--- src/hw/rtl/address_range_registry_macros.svh ---
// Assertion macros for the address range registry.
// Used by the top level; expects clk and rst_n in scope.
`ifndef ADDRESS_RANGE_REGISTRY_MACROS_SVH
`define ADDRESS_RANGE_REGISTRY_MACROS_SVH

// Same-cycle implication, disabled during reset.
`define ARA_ASSERT_IMP(lbl, ante, cons) \
  lbl: assert property (@(posedge clk) disable iff (!rst_n) (ante) |-> (cons)) \
    else $error("address_range_registry: same-cycle check failed");

// Next-cycle implication, disabled during reset.
`define ARA_ASSERT_NXT(lbl, ante, cons) \
  lbl: assert property (@(posedge clk) disable iff (!rst_n) (ante) |=> (cons)) \
    else $error("address_range_registry: next-cycle check failed");

`endif

--- src/hw/rtl/ara_pkg.sv ---
// Shared types and constants of the address range registry.
// No dependencies; used by ara_cell and address_range_registry.
`default_nettype none

package ara_pkg;

  localparam int TABLE_SLOTS_DEF = 16;
  localparam int ADDR_BITS_DEF   = 48;
  localparam int OWNER_BITS_DEF  = 16;
  localparam int LEN_BITS        = 32;

  typedef enum logic [1:0] {
    KIND_REGISTER = 2'd0,
    KIND_RELEASE  = 2'd1,
    KIND_LOOKUP   = 2'd2,
    KIND_UNUSED   = 2'd3
  } ara_kind_t;

  typedef enum logic [2:0] {
    ST_OK          = 3'd0,
    ST_INVALID     = 3'd1,
    ST_OVERLAP     = 3'd2,
    ST_FULL        = 3'd3,
    ST_NOT_FOUND   = 3'd4,
    ST_OWNER_LIMIT = 3'd5
  } ara_status_t;

  // Write-back command broadcast to all cells after a scan.
  typedef enum logic [1:0] {
    WB_NONE       = 2'd0,
    WB_ADD_OWNER  = 2'd1,
    WB_DROP_OWNER = 2'd2,
    WB_INSERT     = 2'd3
  } ara_wb_t;

  // Summary of the slots scanned so far, passed from cell to cell.
  typedef struct packed {
    logic                hit;
    logic                match;
    logic                at_limit;
    logic                overlap;
    logic                free_seen;
    logic                found;
    logic [LEN_BITS-1:0] remain;
    logic                little_endian;
  } ara_acc_t;

endpackage

`default_nettype wire

--- src/hw/rtl/ara_cell.sv ---
// One slot of the range table plus one stage of the scan chain.
// Depends on ara_pkg.
`default_nettype none

module ara_cell #(
  parameter int ADDR_BITS  = ara_pkg::ADDR_BITS_DEF,
  parameter int OWNER_BITS = ara_pkg::OWNER_BITS_DEF
) (
  input  wire logic                         clk,
  input  wire logic                         rst_n,
  input  wire logic [ADDR_BITS-1:0]         req_addr,
  input  wire logic [ara_pkg::LEN_BITS-1:0] req_len,
  input  wire logic                         req_le,
  input  wire logic                         tok_i,
  input  wire ara_pkg::ara_acc_t            acc_i,
  output logic                              tok_o,
  output ara_pkg::ara_acc_t                 acc_o,
  input  wire ara_pkg::ara_wb_t             wb_cmd
);

  localparam int EW = ((ADDR_BITS > ara_pkg::LEN_BITS) ? ADDR_BITS : ara_pkg::LEN_BITS) + 1;

  logic                         valid_r;
  logic [ADDR_BITS-1:0]         base_r;
  logic [ara_pkg::LEN_BITS-1:0] size_r;
  logic                         endian_r;
  logic [OWNER_BITS-1:0]        owners_r;
  logic                         sel_hit_r;
  logic                         sel_free_r;
  logic                         tok_r;
  ara_pkg::ara_acc_t            acc_r;
  ara_pkg::ara_acc_t            acc_nxt;

  logic [EW-1:0]                req_end;
  logic [EW-1:0]                slot_end;
  logic [ADDR_BITS-1:0]         off;
  logic [EW-1:0]                off_ext;
  logic                         hit_l;
  logic                         match_l;
  logic                         overlap_l;
  logic                         in_l;

  assign req_end  = EW'(req_addr) + EW'(req_len);
  assign slot_end = EW'(base_r) + EW'(size_r);
  assign off      = req_addr - base_r;
  assign off_ext  = EW'(off);

  assign hit_l     = valid_r && (base_r == req_addr);
  assign match_l   = hit_l && (size_r == req_len) && (endian_r == req_le);
  assign overlap_l = valid_r && (EW'(base_r) < req_end) && (EW'(req_addr) < slot_end);
  assign in_l      = valid_r && (base_r <= req_addr) && (off_ext < EW'(size_r));

  always_comb begin
    acc_nxt           = acc_i;
    acc_nxt.hit       = acc_i.hit | hit_l;
    acc_nxt.overlap   = acc_i.overlap | overlap_l;
    acc_nxt.free_seen = acc_i.free_seen | !valid_r;
    if (match_l) begin
      acc_nxt.match    = 1'b1;
      acc_nxt.at_limit = (owners_r == '1);
    end
    // keep the first containing range
    if (in_l && !acc_i.found) begin
      acc_nxt.found         = 1'b1;
      acc_nxt.remain        = size_r - off_ext[ara_pkg::LEN_BITS-1:0];
      acc_nxt.little_endian = endian_r;
    end
  end

  always_ff @(posedge clk) begin
    if (!rst_n) begin
      tok_r <= 1'b0;
    end else begin
      tok_r <= tok_i;
    end
  end

  always_ff @(posedge clk) begin
    if (tok_i) begin
      acc_r      <= acc_nxt;
      sel_hit_r  <= hit_l;
      sel_free_r <= !valid_r && !acc_i.free_seen;
    end
  end

  always_ff @(posedge clk) begin
    if (!rst_n) begin
      valid_r <= 1'b0;
    end else begin
      case (wb_cmd)
        ara_pkg::WB_INSERT: begin
          if (sel_free_r) valid_r <= 1'b1;
        end
        ara_pkg::WB_DROP_OWNER: begin
          if (sel_hit_r && (owners_r == OWNER_BITS'(1))) valid_r <= 1'b0;
        end
        default: begin
          valid_r <= valid_r;
        end
      endcase
    end
  end

  always_ff @(posedge clk) begin
    case (wb_cmd)
      ara_pkg::WB_INSERT: begin
        if (sel_free_r) begin
          base_r   <= req_addr;
          size_r   <= req_len;
          endian_r <= req_le;
          owners_r <= OWNER_BITS'(1);
        end
      end
      ara_pkg::WB_ADD_OWNER: begin
        if (sel_hit_r) owners_r <= owners_r + OWNER_BITS'(1);
      end
      ara_pkg::WB_DROP_OWNER: begin
        if (sel_hit_r) owners_r <= owners_r - OWNER_BITS'(1);
      end
      default: begin
        owners_r <= owners_r;
      end
    endcase
  end

  assign tok_o = tok_r;
  assign acc_o = acc_r;

endmodule

`default_nettype wire
--- config.mk ---
export PLATFORM = sky130hd
export DESIGN_NAME = ara_cell
export DESIGN_NICKNAME = d
export VERILOG_FILES = /design/src/hw/rtl/address_range_registry_macros.svh /design/src/hw/rtl/ara_pkg.sv /design/src/hw/rtl/ara_cell.sv
export SDC_FILE = /design/constraint.sdc
export NUM_CORES = 1
export LEC_CHECK = 0
export ABC_AREA = 1
export BUFFER_PORTS_ARGS = -buffer_cell sky130_fd_sc_hd__buf_2
export CAP_MARGIN = 20
export CORE_MARGIN = 10
export CORE_UTILIZATION = 68
export DETAILED_ROUTE_END_ITERATION = 6
export PLACE_DENSITY = 0.86
export SLEW_MARGIN = 20
export SYNTH_ARGS = -nofsm -noshare
export SYNTH_HDL_FRONTEND = slang
export SYNTH_SLANG_ARGS = --single-unit
export TNS_END_PERCENT = 5
--- constraint.sdc ---
create_clock -name clk -period 8.58 [get_ports clk]
set_clock_uncertainty 0.2 [all_clocks]
set_input_delay 1.287 -clock clk [delete_from_list [all_inputs] [get_ports clk]]
set_output_delay 1.287 -clock clk [all_outputs]
set_load 0.02 [all_outputs]
Word level (Yosys, flattened, before mapping)
Cells that the tools add are included.

operators by class
  bitwise logic cells = 3
  reductions and logical operators = 18
  $lt $le $gt $ge = 4
  add/subtract/negate cells = 6
  muxes and demuxes = 9
  equal/unequal tests = 12

operators with widths
  cell                     number
  $add A48 B32 Y49         2
  $lt A48 B49 Y1           2
  $eq A48 B48 Y1           1
  $le A48 B48 Y1           1
  $lt A48 B32 Y1           1
  $mux W16                 3
  $pmux W16 S3             1
  $sub A48 B48 Y48         1
  $mux W33                 1
  $eq A32 B32 Y1           1
  $sub A32 B32 Y32         1
  $add A16 B1 Y16 const B  1
  $eq A16 B1 Y1 const B    1
  $eq A16 B16 Y1 const B   1
  $sub A16 B1 Y16 const B  1
  $logic_and A1 B1 Y1      10
  $ne A2 B2 Y1 const B     4
  $eq A2 B2 Y1 const B     2
  $reduce_and A4 Y1        1
  $logic_not A1 Y1         3
  $mux W1                  3
  $or A1 B1 Y1             3
  $reduce_and A3 Y1        1
  $reduce_bool A3 Y1       1
  other kinds (5)          5

word-level totals
  register bits = 140
  input port bits = 125
  output and inout port bits = 40

Longest topological paths before layout
  depth in word-level cells = 5
  gate-level depth with buffers = 30

Least setup slack after synthesis
Ideal clock, no wire load.

  path kind = input-to-reg
  start = input port req_addr[0]
  end = register acc_r, in the netlist acc_o[21], data pin
  arrival time = 4397 ps
  data required time = 8131 ps
  cell stages on the path = 25
  library setup time = 249 ps
  path slack = 3734 ps
  path through = inv_1 ha_1 inv_1 fa_1 nand2_1 nand2_1 and2_4 nand2_1 nand2_1 nand2_1 nand2_1 a21oi_1 o21ai_0 xor2_1 ha_1 nand2_1 nor2_1 a2111o_1 nor2_1 nand4_1 nor2_4 buf_6 nand3_1 nand2_1 inv_1

RTL lines
  item                  line            text
  from (decl)           ara_cell.sv:11  input wire logic [ADDR_BITS-1:0] req_addr,
  to (signal assigned)  ara_cell.sv:80  acc_r <= acc_nxt;
  to (decl)             ara_cell.sv:31  ara_pkg::ara_acc_t acc_r;

==> results.txt <==
Starting Density: 69.3%
highest-delay cell along the critical path: fa_1
Logic pwr share: 43.1%
Die Wd: 191 um
die area: 0.0366 mm2
CTS Buf Count: 17
Syn Nets: 3428
crit path kind: in2reg
Most Frequent Cell on Critical Path: nand2_1
clock power share: 25.8%
post-synthesis cell type count: 52
failing checks: design-rule violations
Final setup violation count: 0
die height: 191 um
total internal power: 1.56 mW
clk_lat worst skew: 0.46 ns
area delta synth->final: 8.64%
Slew headroom: 30.4%
CP max FO: 34
fin nets: 3597
Net Sw Frac: 41.1%
first-pass GRT wire length: 104000 um
CP Capture Type: register
cell area after layout: 0.0217 mm2
initial antenna violation count: 1
vias in the first global route: 20400
cell count after synthesis: 3024
status: finished with violations
Psw: 1.09 mW
Setup TNS Final: 0 ns
Pre-Repair DR Iteration Count: 7
CTS Buffer Depth: 2
routed len/inst: 18.7 um
sequential fraction of the synthesis area: 21.0%
vias per inst: 5.95
CTS root buffer: clkbuf_16
# IOs: 165
clock-pin slew on the worst setup and hold paths: 0.06 ns
DRT antenna net count: 0
Post-Syn Area per Cell: 6.59 um2
Power per Cell Area: 122 mW/mm2
top_reg_cell synth: edfxtp_1
max_cap viols: 0
Static Leak: 11.3 nW
CTS Sinks: 140
total grt overflow: 0
fin. max-slew vios: 0
post-DP HPWL: 55800 um
dpl ws: 2.66 ns
H-tree depth: 4
crit path DAT: 5.76 ns
unrepaired setup endpoints after global routing: no
vias: 21400
Ys Warns: 0
largest net degree at the start of global routing: 77
worst min path class: reg2reg
Worst path max stage delay: 0.44 ns
Synth async-reset ratio: 0%
Worst Tran Pin Value: 1.04 ns
Total Wirelength: 67100 um
# DRC: 11
Post-CTS Hold Buffers: 0
gpl congestion: 1.10
I/O Buffers: 164
Tot GR Track Use: 35.9%
Worst setup SP type: input port
required time of the critical path: 8.71 ns
Cell Rows: 62
CTS tree: done
peak supply drop: 0.127 mV
Max Freq: 178 MHz
Post-DP Area: 0.0211 mm2
Tcrit/Tclk final: 65.5%
Flop pwr share: 31.1%
final hold violations: 0
PnR worst setup slack: 2.96 ns
core footprint: 0.0288 mm2
layout cells sized above 1: 7.83%
Starting DRT DRC Count: 2393
Post-CTS Setup Inserts: 0
min Tclk post-route: 5.62 ns
Post-synth EDFFs: 138
antenna fix cells: 0
#FFs+latches synth: 140
Post-Syn Area: 0.0199 mm2
Post-CTS Resized: 0
==> Yosys cell counts, types with 2 or more instances <==
library cell | number | area (um2)
nand3b_1 | 9 | 67.6
o31ai_1 | 2 | 15.0
nor4_1 | 18 | 113
nor3_2 | 2 | 20.0
o21a_1 | 10 | 75.1
dfxtp_1 | 2 | 40.0
or2_2 | 8 | 50.1
and2_1 | 4 | 25.0
edfxtp_1 | 138 | 4140
inv_1 | 601 | 2260
xnor2_1 | 87 | 762
nand2_1 | 730 | 2740
a21boi_0 | 7 | 52.6
buf_6 | 6 | 67.6
a21oi_1 | 239 | 1200
buf_4 | 2 | 15.0
o21ai_0 | 119 | 596
nand3_4 | 2 | 35.0
inv_2 | 9 | 33.8
ha_1 | 275 | 3440
o211ai_1 | 8 | 60.1
o21bai_1 | 22 | 165
fa_1 | 4 | 80.1
a211oi_1 | 6 | 45.0
nor2_4 | 3 | 33.8
nand4_1 | 47 | 294
nand3_2 | 2 | 20.0
xor2_1 | 93 | 815
a31oi_1 | 26 | 163
o221ai_1 | 2 | 17.5
clkbuf_1 | 6 | 22.5
nor2_1 | 286 | 1070
nand2_2 | 10 | 62.6
nor3_1 | 40 | 200
a21o_1 | 28 | 210
and3_1 | 3 | 18.8
nor2_2 | 13 | 81.3
nand3_1 | 141 | 706
==> cells by family (layout without fill, tap and decap cells) <==
family	after synthesis	in the layout	synth area share [%]
buffers and inverters	626	808	12.1
xor gates and xnor gates	180	180	7.91
adders and majority gates	279	279	17.7
DFF	140	140	21.0
and+or+nand+nor	1323	1323	28.0
AOI/OAI and AO/OA	476	476	13.3
==> metrics by stage <==
step | util (%) | std cells | total power, mW | hold WS (ns)
5_1_grt | 75.2 | 3590 | 2.79 | 0.497
3_3_place_gp | 73.4 | 3558 | 1.88 | 0.437
4_1_cts | 75.2 | 3590 | 2.60 | 0.463
6_report | 75.2 | 3590 | 2.64 | 0.464
3_5_place_dp | 73.4 | 3558 | 1.93 | 0.451
2_1_floorplan | - | 3024 | 1.61 | 0.306
==> cell type report <==
cell class,instances,area [um2]
flip-flops and latches,140,4180
well taps,384,480
inverters,611,2290
repair buffers,165,828
clock inverters,15,98.8
clock buffers,17,425
multi-input cells,2258,13300
fillers,2329,7120
==> power groups by stage <==
stage	logic, mW	clock network (mW)	registers [mW]
2_1_floorplan	0.763	0	0.844
3_3_place_gp	1.05	0	0.834
3_5_place_dp	1.09	0	0.836
4_1_cts	1.10	0.677	0.822
5_1_grt	1.25	0.709	0.826
6_report	1.14	0.682	0.824
==> placed cells by master, fill, tap and decap left out, types with 3 or more instances in the layout <==
master and instances:
inv_6 3, a31oi_1 26, a21oi_1 239, o21bai_1 22, nor2_4 3, nor3_1 40
o211ai_1 8, inv_2 10, inv_1 600, nor4_1 18, clkinvlp_4 5, nand2_1 730
o21ai_0 119, xor2_1 93, nand4_1 47, nand3_1 141, nand3b_1 9, fa_1 4
nor2_2 13, and3_1 3, and2_1 4, a21o_1 28, o21a_1 10, a21boi_0 7
clkbuf_16 17, nor2_1 286, xnor2_1 87, clkinv_2 7, or2_2 8, a211oi_1 6
ha_1 275, nand2_2 10, buf_2 164, edfxtp_1 138
==> state kept, by name (all words and copies together) (netlist names) <==
name and cells:
base_r 48, owners_r 16, sel_free_r 1, tok_o 1, endian_r 1, sel_hit_r 1, valid_r 1, acc_o 39
size_r 32
==> critical path: cells and delay by family <==
kind	cells	cell delay, ns
buffers and inverters	5	0.43
AOI/OAI and AO/OA	3	0.49
adders and majority gates	3	0.90
and+or+nand+nor	18	2.42
xor gates and xnor gates	1	0.19
==> path summary, 6_finish.rpt <==
kind	start	end	slack, ns	cells after the start
worst min-delay path	owners_r[0]	owners_r[0]	0.46	1
worst max register to register	base_r[0]	acc_o[3]	3.53	28
worst max-delay path	req_addr[0]	acc_o[3]	2.96	30
worst min register to register	owners_r[0]	owners_r[0]	0.46	1
==> per-layer routing <==
metal,part of all wire [%],track usage (%)
met2,43,57.2
met5,0.012,0
met1,38,45.3
met3,13,7.36
met4,5.4,18.1
Note: power is estimated with default switching activity, not from simulation.
